<file path="src/rtl/core/key_value_table_unit_defines.svh">
// ----------------------------------------------------------------------------
// Assertion macros for the key/value table unit.
// Each macro expects clk and arst_n to be visible in the module that uses it.
// ----------------------------------------------------------------------------
`ifndef KEY_VALUE_TABLE_UNIT_DEFINES_SVH
`define KEY_VALUE_TABLE_UNIT_DEFINES_SVH

// The consequent must hold in the same cycle as the antecedent.
`define KVT_ASSERT_SAME(lbl, ante, cons, msg) \
	lbl: assert property (@(posedge clk) disable iff (!arst_n) (ante) |-> (cons)) \
		else $error(msg);

// The consequent must hold in the cycle after the antecedent.
`define KVT_ASSERT_NEXT(lbl, ante, cons, msg) \
	lbl: assert property (@(posedge clk) disable iff (!arst_n) (ante) |=> (cons)) \
		else $error(msg);

`endif

</file>
<file path="src/rtl/core/kvt_pkg.sv">
// ----------------------------------------------------------------------------
// kvt_pkg
// Sizes, operation codes and beat types shared by the key/value table unit.
// ----------------------------------------------------------------------------
package kvt_pkg;

	localparam int unsigned DEPTH       = 256;
	localparam int unsigned KEY_WIDTH   = 64;
	localparam int unsigned VALUE_WIDTH = 64;

	// Fixed widths of the request, result and config fields.
	localparam int unsigned FIELD_W = 64;
	localparam int unsigned POS_W   = 8;
	localparam int unsigned CAP_W   = 9;

	localparam int unsigned IDX_W = (DEPTH > 1) ? $clog2(DEPTH) : 1;
	localparam int unsigned CNT_W = $clog2(DEPTH + 1);
	localparam int unsigned CMP_W = (CNT_W > CAP_W) ? CNT_W : CAP_W;

	typedef enum logic [2:0] {
		MODE_INSERT   = 3'd0,
		MODE_UPDATE   = 3'd1,
		MODE_UPSERT   = 3'd2,
		MODE_ERASE    = 3'd3,
		MODE_CONTAINS = 3'd4,
		MODE_GET_KEY  = 3'd5,
		MODE_GET_POS  = 3'd6,
		MODE_UNUSED   = 3'd7
	} mode_t;

	typedef struct packed {
		mode_t              mode;
		logic [FIELD_W-1:0] req_key;
		logic [FIELD_W-1:0] req_value;
		logic [POS_W-1:0]   position;
	} req_t;

	typedef struct packed {
		logic               ok;
		logic [FIELD_W-1:0] out_key;
		logic [FIELD_W-1:0] out_value;
		logic [CNT_W-1:0]   entry_count_out;
		logic               is_empty;
	} rsp_t;

	// Access commands from the sequencer to the key and value memories.
	typedef struct packed {
		logic                   rd_en;
		logic [IDX_W-1:0]       rd_addr;
		logic                   key_we;
		logic                   val_we;
		logic [IDX_W-1:0]       wr_addr;
		logic [KEY_WIDTH-1:0]   wr_key;
		logic [VALUE_WIDTH-1:0] wr_val;
	} mem_cmd_t;

endpackage

</file>
<file path="src/rtl/core/kvt_ctrl.sv">
// ----------------------------------------------------------------------------
// kvt_ctrl
// Request sequencer: scans the key memory or reads a slot by position, then
// updates the memories and the entry count, and builds the result beat.
// ----------------------------------------------------------------------------
`include "key_value_table_unit_defines.svh"

module kvt_ctrl (
	input  logic                                clk,
	input  logic                                arst_n,
	input  logic                                start,
	output logic                                busy,
	input  kvt_pkg::req_t                       req,
	output logic                                done,
	output kvt_pkg::rsp_t                       rsp,
	input  logic                                cfg_valid,
	output logic                                cfg_ready,
	input  logic [kvt_pkg::CAP_W-1:0]           cfg_data,
	output kvt_pkg::mem_cmd_t                   mem_cmd,
	input  logic [kvt_pkg::KEY_WIDTH-1:0]       key_rdata,
	input  logic [kvt_pkg::VALUE_WIDTH-1:0]     val_rdata
);

	localparam int unsigned IW = kvt_pkg::IDX_W;
	localparam int unsigned CW = kvt_pkg::CNT_W;
	localparam int unsigned MW = kvt_pkg::CMP_W;
	localparam int unsigned FW = kvt_pkg::FIELD_W;
	localparam int unsigned KW = kvt_pkg::KEY_WIDTH;
	localparam int unsigned VW = kvt_pkg::VALUE_WIDTH;
	localparam int unsigned PW = kvt_pkg::POS_W;

	typedef enum logic [2:0] {
		S_IDLE,
		S_SCAN,
		S_ERASE_RD,
		S_ERASE_WR,
		S_POS_RD,
		S_POS_WAIT
	} state_t;

	state_t                      state_q;
	logic [CW-1:0]               count_q;
	logic [kvt_pkg::CAP_W-1:0]   cap_q;
	logic [CW-1:0]               idx_q;
	logic                        valid_s1;
	logic                        done_q;
	kvt_pkg::rsp_t               rsp_q;

	kvt_pkg::mode_t              mode_q;
	logic [KW-1:0]               key_q;
	logic [VW-1:0]               val_q;
	logic [PW-1:0]               pos_q;
	logic [IW-1:0]               addr_s1;
	logic [IW-1:0]               slot_q;

	logic                        accept;
	logic [MW-1:0]               cap_ext;
	logic [MW-1:0]               cap_eff;
	logic                        full;
	logic                        match;
	logic                        scan_end;
	logic                        issue;
	logic                        pos_in;
	logic                        is_add;
	logic [IW-1:0]               count_idx;
	logic [IW-1:0]               last_idx;

	logic                        fin;
	logic                        ok_n;
	logic [FW-1:0]               okey_n;
	logic [FW-1:0]               oval_n;
	logic [CW-1:0]               cnt_n;

	assign busy      = (state_q != S_IDLE);
	assign accept    = start && !busy;
	assign cfg_ready = !busy;
	assign done      = done_q;
	assign rsp       = rsp_q;

	// A capacity above the memory depth is clamped to the depth.
	assign cap_ext   = MW'(cap_q);
	assign cap_eff   = (cap_ext > MW'(kvt_pkg::DEPTH)) ? MW'(kvt_pkg::DEPTH) : cap_ext;
	assign full      = (MW'(count_q) >= cap_eff);

	// The read issued last cycle is compared now; the scan ends on a hit or
	// once every stored slot has been compared.
	assign match     = valid_s1 && (key_rdata == key_q);
	assign scan_end  = !match && (idx_q == count_q);
	assign issue     = (state_q == S_SCAN) && !match && (idx_q != count_q);
	assign pos_in    = (MW'(pos_q) < MW'(count_q));
	assign is_add    = (mode_q == kvt_pkg::MODE_INSERT) || (mode_q == kvt_pkg::MODE_UPSERT);
	assign count_idx = count_q[IW-1:0];
	assign last_idx  = IW'(count_q - CW'(1));

	always_comb begin
		mem_cmd         = '0;
		mem_cmd.rd_en   = issue || (state_q == S_ERASE_RD) || ((state_q == S_POS_RD) && pos_in);
		mem_cmd.rd_addr = idx_q[IW-1:0];
		if (state_q == S_ERASE_RD) begin
			mem_cmd.rd_addr = last_idx;
		end else if (state_q == S_POS_RD) begin
			mem_cmd.rd_addr = IW'(pos_q);
		end
		if (state_q == S_SCAN) begin
			if (match) begin
				if ((mode_q == kvt_pkg::MODE_UPDATE) || (mode_q == kvt_pkg::MODE_UPSERT)) begin
					mem_cmd.val_we  = 1'b1;
					mem_cmd.wr_addr = addr_s1;
					mem_cmd.wr_val  = val_q;
				end
			end else if (scan_end && is_add && !full) begin
				mem_cmd.key_we  = 1'b1;
				mem_cmd.val_we  = 1'b1;
				mem_cmd.wr_addr = count_idx;
				mem_cmd.wr_key  = key_q;
				mem_cmd.wr_val  = val_q;
			end
		end else if (state_q == S_ERASE_WR) begin
			// The last entry moves into the freed slot.
			mem_cmd.key_we  = 1'b1;
			mem_cmd.val_we  = 1'b1;
			mem_cmd.wr_addr = slot_q;
			mem_cmd.wr_key  = key_rdata;
			mem_cmd.wr_val  = val_rdata;
		end
	end

	always_comb begin
		fin    = 1'b0;
		ok_n   = 1'b0;
		okey_n = '0;
		oval_n = '0;
		cnt_n  = count_q;
		unique case (state_q)
			S_IDLE: begin
				fin = accept && (req.mode == kvt_pkg::MODE_UNUSED);
			end
			S_SCAN: begin
				if (match) begin
					unique case (mode_q)
						kvt_pkg::MODE_ERASE: begin
							fin = 1'b0;
						end
						kvt_pkg::MODE_INSERT: begin
							fin = 1'b1;
						end
						kvt_pkg::MODE_GET_KEY: begin
							fin    = 1'b1;
							ok_n   = 1'b1;
							oval_n = FW'(val_rdata);
						end
						default: begin
							fin  = 1'b1;
							ok_n = 1'b1;
						end
					endcase
				end else if (scan_end) begin
					fin = 1'b1;
					if (is_add && !full) begin
						ok_n  = 1'b1;
						cnt_n = count_q + CW'(1);
					end
				end
			end
			S_ERASE_RD: begin
				fin = 1'b0;
			end
			S_ERASE_WR: begin
				fin   = 1'b1;
				ok_n  = 1'b1;
				cnt_n = count_q - CW'(1);
			end
			S_POS_RD: begin
				fin = !pos_in;
			end
			S_POS_WAIT: begin
				fin    = 1'b1;
				ok_n   = 1'b1;
				okey_n = FW'(key_rdata);
				oval_n = FW'(val_rdata);
			end
			default: begin
				fin = 1'b0;
			end
		endcase
	end

	always_ff @(posedge clk or negedge arst_n) begin
		if (!arst_n) begin
			state_q  <= S_IDLE;
			count_q  <= '0;
			cap_q    <= kvt_pkg::CAP_W'(kvt_pkg::DEPTH);
			idx_q    <= '0;
			valid_s1 <= 1'b0;
			done_q   <= 1'b0;
			rsp_q    <= '0;
		end else begin
			done_q   <= fin;
			count_q  <= cnt_n;
			valid_s1 <= issue;
			if (fin) begin
				rsp_q.ok              <= ok_n;
				rsp_q.out_key         <= okey_n;
				rsp_q.out_value       <= oval_n;
				rsp_q.entry_count_out <= cnt_n;
				rsp_q.is_empty        <= (cnt_n == '0);
			end
			if (cfg_valid && cfg_ready) begin
				cap_q <= cfg_data;
			end
			if (issue) begin
				idx_q <= idx_q + CW'(1);
			end
			unique case (state_q)
				S_IDLE: begin
					idx_q <= '0;
					if (accept) begin
						if (req.mode == kvt_pkg::MODE_GET_POS) begin
							state_q <= S_POS_RD;
						end else if (req.mode != kvt_pkg::MODE_UNUSED) begin
							state_q <= S_SCAN;
						end
					end
				end
				S_SCAN: begin
					if (match && (mode_q == kvt_pkg::MODE_ERASE)) begin
						state_q <= S_ERASE_RD;
					end else if (fin) begin
						state_q <= S_IDLE;
					end
				end
				S_ERASE_RD: begin
					state_q <= S_ERASE_WR;
				end
				S_ERASE_WR: begin
					state_q <= S_IDLE;
				end
				S_POS_RD: begin
					state_q <= pos_in ? S_POS_WAIT : S_IDLE;
				end
				S_POS_WAIT: begin
					state_q <= S_IDLE;
				end
				default: begin
					state_q <= S_IDLE;
				end
			endcase
		end
	end

	always_ff @(posedge clk) begin
		if (accept) begin
			mode_q <= req.mode;
			key_q  <= req.req_key[KW-1:0];
			val_q  <= req.req_value[VW-1:0];
			pos_q  <= req.position;
		end
		if (issue) begin
			addr_s1 <= idx_q[IW-1:0];
		end
		if (match) begin
			slot_q <= addr_s1;
		end
	end

	`KVT_ASSERT_SAME(a_write_not_idle, mem_cmd.key_we || mem_cmd.val_we, state_q != S_IDLE,
		"memory write while the sequencer is idle")
	`KVT_ASSERT_SAME(a_count_with_done, !$stable(count_q), done_q,
		"entry count changed without a result beat")
	`KVT_ASSERT_SAME(a_count_step, done_q, (count_q == $past(count_q)) ||
		(count_q == $past(count_q) + CW'(1)) || (count_q + CW'(1) == $past(count_q)),
		"entry count moved by more than one")
	`KVT_ASSERT_SAME(a_scan_in_range, (state_q == S_SCAN) && mem_cmd.rd_en,
		CW'(mem_cmd.rd_addr) < count_q, "scan read beyond the stored entries")
	`KVT_ASSERT_NEXT(a_start_busy, start && !busy && (req.mode != kvt_pkg::MODE_UNUSED), busy,
		"accepted request did not start the sequencer")

endmodule

</file>
<file path="config.mk">
export PLATFORM = sky130hd
export DESIGN_NAME = kvt_ctrl
export DESIGN_NICKNAME = d
export VERILOG_FILES = /design/src/rtl/core/kvt_pkg.sv /design/src/rtl/core/kvt_ctrl.sv
export VERILOG_INCLUDE_DIRS = /design/src /design/src/rtl/core
export SDC_FILE = /design/constraint.sdc
export NUM_CORES = 1
export LEC_CHECK = 0
export ABC_AREA = 1
export BUFFER_PORTS_ARGS = -buffer_cell sky130_fd_sc_hd__clkbuf_2
export CAP_MARGIN = 20
export CORE_AREA = 2 2 222 224
export CTS_CLUSTER_SIZE = 40
export DETAILED_ROUTE_END_ITERATION = 16
export DIE_AREA = 0 0 224 226
export GPL_TIMING_DRIVEN = 0
export REMOVE_ABC_BUFFERS = 1
export SLEW_MARGIN = 5
export SYNTH_ARGS = -nofsm -noshare
export SYNTH_HDL_FRONTEND = slang
export SYNTH_SLANG_ARGS = --single-unit
</file>
<file path="constraint.sdc">
create_clock -name clk -period 8 [get_ports clk]
set_input_delay 0 -clock clk [delete_from_list [all_inputs] [get_ports clk]]
set_output_delay 0 -clock clk [all_outputs]
set_load 0.01 [all_outputs]
</file>
# --- Yosys cells after proc, flatten, opt, wreduce, memory -nomap -nowiden ---
# Index checks and enable logic that the tools add are counted.
totals:
  regBits: 326
  inputBits: 280
  output_inout_bits: 289
op_classes:
  addsub: 3
  magnitude_cmp: 3
  n_eq_ne: 18
  muxes: 38
  n_reduce_logical: 28
op_table:
  columns: ["operator", "count"]
  rows:
  - ["138-bit 2-to-1 mux", 3]
  - ["64-bit 2-to-1 mux", 6]
  - ["64-bit one-hot mux with 2 select lines", 1]
  - ["9-bit 2-to-1 mux", 8]
  - ["64-bit == test", 1]
  - ["9-bit by 1-bit adder with 9-bit output, second input constant", 2]
  - ["3-bit 2-to-1 mux", 6]
  - ["9-bit one-hot mux with 2 select lines", 1]
  - ["8-bit 2-to-1 mux", 2]
  - ["3-bit == test, second input constant", 5]
  - ["3-bit by 2-bit == test with 1-bit output, second input constant", 4]
  - ["1-bit logical AND", 12]
  - ["3-bit one-hot mux with 4 select lines", 1]
  - ["9-bit == test", 1]
  - ["9-bit greater-or-equal comparator", 1]
  - ["9-bit greater-than comparator, second input constant", 1]
  - ["9-bit zero test", 1]
  - ["8-bit by 9-bit < comparator with 1-bit output", 1]
  - ["9-bit != test", 1]
  - ["9-bit by 1-bit subtractor with 9-bit output, second input constant", 1]
  - ["1-bit 2-to-1 mux", 8]
  - ["3-bit by 1-bit == test with 1-bit output, second input constant", 2]
  - ["3-bit zero test", 2]
  - ["3-bit != test, second input constant", 2]
  - ["10 further kinds", 17]

# --- Logic depth before layout (Yosys ltp) ---
# Gate-level depths: netlist of the first run.
logic_depth:
  depth_word: 10
  ltp_mapped: 23
  mapped_depth_nobuf: 23

# --- Worst setup path before layout of the first run ---
# OpenSTA, ideal clock, no wires.
synth_path:
  path_kind: "register to register"
  start: "reg state_q[0]"
  end: "reg key_q[0], enable pin"
  t_arrival_ns: 6.543
  required_time_ns: 7.361
  slack_ns: 0.818
  path_stages_with_launch: 5
  period_less_slack_ns: 7.182
  path_cell_list: "dfrtp_1 -> nor2_1 -> nand2_1 -> buf_2 -> nor2_1"
synth_between:
  elab_chain_len: 3
synth_lines:
  columns: ["item", "line", "rtl"]
  rows:
  - ["from (decl)", "kvt_ctrl.sv:41", "state_t state_q;"]
  - ["from (signal assigned)", "kvt_ctrl.sv:239", "state_q <= pos_in ? S_POS_WAIT : S_IDLE;"]
  - ["3-bit nonzero test", "kvt_ctrl.sv:74", "assign busy = (state_q != S_IDLE);"]
  - ["via busy", "kvt_ctrl.sv:12", "output logic busy,"]
  - ["1-bit zero test", "kvt_ctrl.sv:75", "assign accept = start && !busy;"]
  - ["1-bit logical AND", "kvt_ctrl.sv:75", null]
  - ["via accept", "kvt_ctrl.sv:56", "logic accept;"]
  - ["to (signal assigned)", "kvt_ctrl.sv:254", "key_q <= req.req_key[KW-1:0];"]
  - ["to (decl)", "kvt_ctrl.sv:50", "logic [KW-1:0] key_q;"]
# The timed path passes the listed nets, and every way through them passes these cells.
# A chain may end at the register's enable or synchronous reset.

==> flow_summary.ini, run 1 <==
[die]
placement_rows = 81
num_io_pins = 569
dieHeight_um = 226
floorplan.initialDensity_pct = 32.6
die-area_mm2 = 0.0506
core_mm2 = 0.0483
floorplan.die.width_um = 224

[synth]
async_reset_ff_share_pct = 52.5
ys_seq_elements = 326
synth_cells = 1827
mappedNetlistArea_mm2 = 0.0158
synth_seq_area_share_pct = 56.6
yosys_most_used_dff = sky130_fd_sc_hd__dfrtp_1
synth_top_cell_area_share_pct = 29.5
avgSynthCellArea_um2 = 8.64
synth_edf_count = 155
synth_top_cell_by_area = sky130_fd_sc_hd__edfxtp_1
synth.distinct_cells = 44
ys_warn_count = 0
netlist_top_cells_area = sky130_fd_sc_hd__edfxtp_1 29%, sky130_fd_sc_hd__dfrtp_1 27%, sky130_fd_sc_hd__nand2_1 14%

[grt]
global_route.usage.total_pct = 25.7
grt_pass1_vias = 16600
grt_start_max_net_pins = 95
wire_length_of_the_first_global_routing_pass_mm = 98.2
grt-ovfl-total = 0
number_of_antenna_violations_at_the_first_check_in_global_routing = 4

[placement]
gp_congestion = 0.962
dpl_ws_ns = 3.88
post_dp_cell_area_mm2 = 0.0194
i_o_buffers = 568
post_detailed_placement_half_perimeter_wirelength_mm = 47.8

[cells_and_area]
mostFrequentLayoutCell = sky130_fd_sc_hd__nand2_1
stdcell_area_mm2 = 0.0234
most_frequent_cells_in_the_layout = 582 x sky130_fd_sc_hd__nand2_1, 567 x sky130_fd_sc_hd__clkbuf_2, 282 x sky130_fd_sc_hd__dlygate4sd3_1, 248 x sky130_fd_sc_hd__inv_1, 199 x sky130_fd_sc_hd__o21ai_0
drive_above_1_share_pct = 25.1
areaGrowthSynthToFinish_pct = 48.4
filler_cell_count = 4541
design.final.nets = 2964

[clocking]
tritoncts_clock_tree = yes
ctsRootBufferMaster = sky130_fd_sc_hd__clkbuf_16
cts_buffers = 39
postCtsSetupBuffers = 0
cts.htree.levels = 2
postCtsResizedCells = 0
cts_buffer_depth = 3
clock_sinks = 326
clkLatencyLatePin_ns = 0.55
hold_buffers = 282
worst_setup_hold_path_clk_slew_ns = 0.06

[drt]
routed-via-count = 16300
drc_violations_left = 0
detail_route.first_pass.iterations = 6
antenna_violating_nets_remaining = 0
drt_first_iter_violations = 1193
post_drt_wl_per_cell_um = 19.9
detail_route.vias_per_cell = 4.90
routed_wl_mm = 66.2

[sta]
final.setup_skew_ns = 0.0139
fin_crit_sh_pct = 52.5
clock.fmax_ghz = 0.238
finalMaxSlewViolations = 0
setup_slack_ns = 3.80
finalSetupViolCount = 0
worst_slew_pin_slew_ns = 0.893
grt_setup_unrepaired = no
maxSlewHeadroom_pct = 40.4
hold_slack_ns = 0.0341
finalWorstPathRequiredPeriod_ns = 4.20
final_hold_viol_count = 0
fin_setup_tns_ns = 0

[critical_path]
crit_path_max_fanout = 64
critPathKind = flop to output port
critPathRequiredTime_ns = 8.00
setup.worst_path.start_class = flop
reg2regPathDepth = 11
worstReg2RegStart = state_q[2]
endpoint_kind = output port
worst_path_arrival_time_ns = 4.20
cp_startpoint = cap_ext[4]

[flow_run]
drv_cap = 0

[pwr]
max-vdd-ir-drop_mv = 0.171
leakagePower_nw = 11.7
cellPowerDensity_mw_per_mm2 = 255

[hold_path]
worst_hold_path_type = input pin to asynchronous set/reset pin

[run_status]
status = finished, final reports clean
## kinds of logic after synthesis
group           after synthesis  share of synthesized area [%]
xor+xnor                     19                           1.05
buf+inv                     336                           8.65
compound gates              340                           12.0
simple gates                780                           19.7
mux                           7                          0.500
flops                       326                           56.6
fa+ha+maj                    19                           1.51
## synth_stat cells (all sizes together), types with 2 or more instances
cell type	count
o221ai	5
nand3	51
nand4	15
o22ai	58
o211ai	8
xor2	9
o31ai	16
edfxtp	155
nor3	12
mux2	7
buf	33
nand3b	4
nand2	583
or2	2
inv	269
nor2	109
xnor2	10
dfrtp	170
and2	2
clkbuf	33
ha	19
a21oi	18
nor4	2
o21ai	228
## state kept, by name (all words and copies together), names as in the netlist, 9 cells and up
signal	count
rsp	139
key_q	64
val_q	64
cap_ext	9
count_q	9
idx_q	9
## cell type report
cell class | instances | area [um^2] | share of cell area (%)
flip-flops and latches | 326 | 8930 | 38.2
repair buffers | 863 | 5970 | 25.5
multi-input cells | 1165 | 5520 | 23.6
clock buffers | 51 | 1040 | 4.45
inverters | 270 | 1030 | 4.38
well taps | 622 | 778 | 3.32
clock inverters | 18 | 134 | 0.572
diodes | 3 | 7.51 | 0.0321
## critical path, cell delays in order (launching register included)
cell,delay (ns)
sky130_fd_sc_hd__dfrtp_1,0.40
sky130_fd_sc_hd__nor4_1,0.29
sky130_fd_sc_hd__a21oi_1,0.12
sky130_fd_sc_hd__inv_1,0.12
sky130_fd_sc_hd__nand2_1,0.07
sky130_fd_sc_hd__ha_1,0.31
sky130_fd_sc_hd__nand2_1,0.10
sky130_fd_sc_hd__inv_1,0.04
sky130_fd_sc_hd__nand2_1,0.05
sky130_fd_sc_hd__nand2_1,0.05
sky130_fd_sc_hd__nand2_1,0.05
sky130_fd_sc_hd__nand2_1,0.04
sky130_fd_sc_hd__nand2_1,0.05
sky130_fd_sc_hd__a21oi_1,0.10
sky130_fd_sc_hd__nor2_1,0.26
sky130_fd_sc_hd__nand3_4,0.25
sky130_fd_sc_hd__nand2_4,0.67
sky130_fd_sc_hd__nand2_1,0.28
sky130_fd_sc_hd__o21ai_1,0.16
sky130_fd_sc_hd__clkbuf_2,0.15
## worst paths after layout
path                                to  slack (ns)
setup / recovery           mem_cmd[34]        3.80
hold reg to reg              slot_q[0]        0.45
max in group asynchronous     rsp[110]        6.93
hold / removal              cap_ext[1]        0.03
min in group clk            cap_ext[4]        0.10
setup reg to reg               rsp[31]        4.41
## where the power goes
part           switching, mW  total (mW)  internal [mW]
sequential             0.252        2.43           2.18
combinational           1.17        1.85          0.678
clock                  0.739        1.69          0.954
total                   2.16        5.97           3.81
## per-layer routing
metal  routed length (um)  part of all wire, %  GRT usage, %
met5                    0                    0             0
met4                 3450                  5.2          13.3
met3                 4890                  7.4          6.04
met2                30900                   47          42.0
met1                27000                   41          31.6
## per-stage QoR
| stage | power (mW) | instances | util, % |
|---|---|---|---|
| global route | 6.32 | 3318 | 48.4 |
| floorplan | 3.37 | 1761 | - |
| finish | 5.97 | 3318 | 48.4 |
| detailed placement | 4.15 | 2963 | 40.1 |
| CTS | 5.98 | 3314 | 48.4 |
| global placement | 4.13 | 2951 | 39.4 |
Note: power is estimated with default switching activity, not from simulation.
==> run 2, diff against run 1 <==
Settings changed: CORE_AREA 2 2 222 224 to 2 2 221 223, DIE_AREA 0 0 224 226 to 0 0 223 225.
Clock period 8 ns to 3.85 ns, I/O delays scaled along.
==> flow_summary.ini, run 2 (synthesis gave the netlist of run 1 again) <==
[run_status]
status = finished, final reports clean

[pwr]
leakagePower_nw = 11.9
report.power.total_mw = 12.9
cellPowerDensity_mw_per_mm2 = 541
max-vdd-ir-drop_mv = 0.532

[die]
floorplan.die.width_um = 223
core_mm2 = 0.0475
dieHeight_um = 225
num_io_pins = 569
floorplan.initialDensity_pct = 33.2
die-area_mm2 = 0.0502
placement_rows = 80

[critical_path]
endpoint_kind = output port
critPathRequiredTime_ns = 3.85
cp_startpoint = cap_ext[4]
worst_path_arrival_time_ns = 3.68
critPathMaxStageDelay_ns = 0.40
crit_chain = nor4_2 > a21oi_1 > inv_1 > nand2_1 > ha_1 > nand2_1 > nand2_1 > inv_1 > nand2_1 > nand2_1 > nand2_1 > nand2_1 > a21oi_1 > nor2_2 > nand3_4 > buf_16 > o221ai_1 > clkbuf_2
worstReg2RegStart = state_q[2]
worst_path_most_repeated_cell = sky130_fd_sc_hd__nand2_1
slowest_stage = sky130_fd_sc_hd__dfrtp_1
crit_path_max_fanout = 58
critPathKind = flop to output port
setup.worst_path.start_class = flop

[cells_and_area]
largest_register_ff_count = 139
design.final.nets = 2973
drive_above_1_share_pct = 26.0
most_frequent_cells_in_the_layout = 582 x sky130_fd_sc_hd__nand2_1, 564 x sky130_fd_sc_hd__clkbuf_2, 282 x sky130_fd_sc_hd__dlygate4sd3_1, 247 x sky130_fd_sc_hd__inv_1, 199 x sky130_fd_sc_hd__o21ai_0
mostFrequentLayoutCell = sky130_fd_sc_hd__nand2_1
filler_cell_count = 4339
areaGrowthSynthToFinish_pct = 50.7
post_layout_nonfiller_instances = 3326

[grt]
grt-ovfl-total = 0
global_route.usage.total_pct = 25.9
wire_length_of_the_first_global_routing_pass_mm = 98.6
grt_start_max_net_pins = 91
number_of_antenna_violations_at_the_first_check_in_global_routing = 11
grt_pass1_vias = 16700

[placement]
dpl_ws_ns = -0.0951
gp_congestion = 0.923
place_inst = 2957
i_o_buffers = 568
post_detailed_placement_half_perimeter_wirelength_mm = 47.7

[sta]
maxSlewHeadroom_pct = 35.7
finalMaxSlewViolations = 0
clock.fmax_ghz = 0.272
finalWorstPathRequiredPeriod_ns = 3.68
fin_setup_tns_ns = 0
final_hold_viol_count = 0
hold_slack_ns = 0.0785
final.setup_skew_ns = 0.0219
setup_slack_ns = 0.169
worst_slew_pin_slew_ns = 0.961
fin_crit_sh_pct = 95.6
finalSetupViolCount = 0

[drt]
detail_route.vias_per_cell = 4.93
post_drt_wl_per_cell_um = 20.1
drc_violations_left = 0
drt_first_iter_violations = 1326
routed_wl_mm = 66.9
antenna_violating_nets_remaining = 0
routed-via-count = 16400
detail_route.first_pass.iterations = 6

[clocking]
worst_setup_hold_path_clk_slew_ns = 0.05
clkLatencyLatePin_ns = 0.56
clock_sinks = 326
cts_buffers = 40
cts_buffer_depth = 3
cts.htree.levels = 2
tritoncts_clock_tree = yes
ctsRootBufferMaster = sky130_fd_sc_hd__clkbuf_16

[hold_path]
worst_hold_path_type = input pin to asynchronous set/reset pin

[flow_run]
drv_cap = 0
## run 2: cell count changes in the layout (fill, tap and decap cells not counted), sizes merged
cell | previous run | this run
clkbuf | 619 | 618
clkinvlp | 0 | 2
nand2 | 583 | 584
buf | 13 | 22
bufinv | 1 | 5
inv | 273 | 271
diode | 3 | 7
clkinv | 14 | 12
## run 2: what timing repair did
| item | in CTS | in global routing |
|---|---|---|
| resized for setup | 8 | 13 |
| endpoints found under the hold margin | 377 | 0 |
| pin swaps | 1 | 2 |
| endpoints found under the setup margin | 79 | 124 |
| hold buffers | 282 | 0 |
| buffers inserted | 2 | 4 |
| gates cloned | 1 | 1 |
## run 2: critical path: cells and delay by family (launching register included)
family          cells  cell delay, ns
flops               1            0.40
simple gates       10            1.15
fa+ha+maj           1            0.31
buf+inv             4            0.67
compound gates      3            0.58
## run 2: power by group
part	total (mW)	leakage, nW	internal [mW]	switching [mW]
Sequential	5.06	3.73	4.52	0.535
Combinational	3.87	7.51	1.42	2.45
Clock	3.94	0.669	2.38	1.56
Total	12.9	11.9	8.33	4.54
## run 2: stage by stage
step	area [um^2]	util, %
floorplan	15400	-
detailed placement	19400	40.8
finish	23800	50.0
global route	23800	50.0
CTS	23600	49.7
global placement	19000	40.1
## run 2: per-layer routing
metal  routed length (um)  part of all wire [%]  track usage [%]  vias up
met3                 5560                   8.3             5.89      184
li1                     -                     -                -     7657
met1                26500                    40             32.0     7734
met2                31600                    47             42.7      836
met4                 3200                   4.8             12.7        2
met5                   13                 0.019                0        -
## run 2: area by class of cell
cell class | count | area, um^2 | area share, %
sequential | 326 | 8930 | 37.6
inverter | 270 | 1030 | 4.33
clock buffer | 52 | 1120 | 4.70
tap | 615 | 769 | 3.24
clock inverter | 20 | 235 | 0.989
timing repair buffer | 870 | 6070 | 25.5
multi-input combinational | 1166 | 5610 | 23.6
antenna | 7 | 17.5 | 0.0736
## run 2: path summary, 6_finish.rpt
path	slack, ns	cells past startpoint	to
max in group asynchronous	2.78	3	rsp[63]
min	0.08	2	cap_ext[1]
max reg2reg	0.30	11	rsp[22]
min in group clk	0.10	3	cap_ext[7]
min reg2reg	0.43	0	slot_q[2]
max	0.17	18	mem_cmd[134]
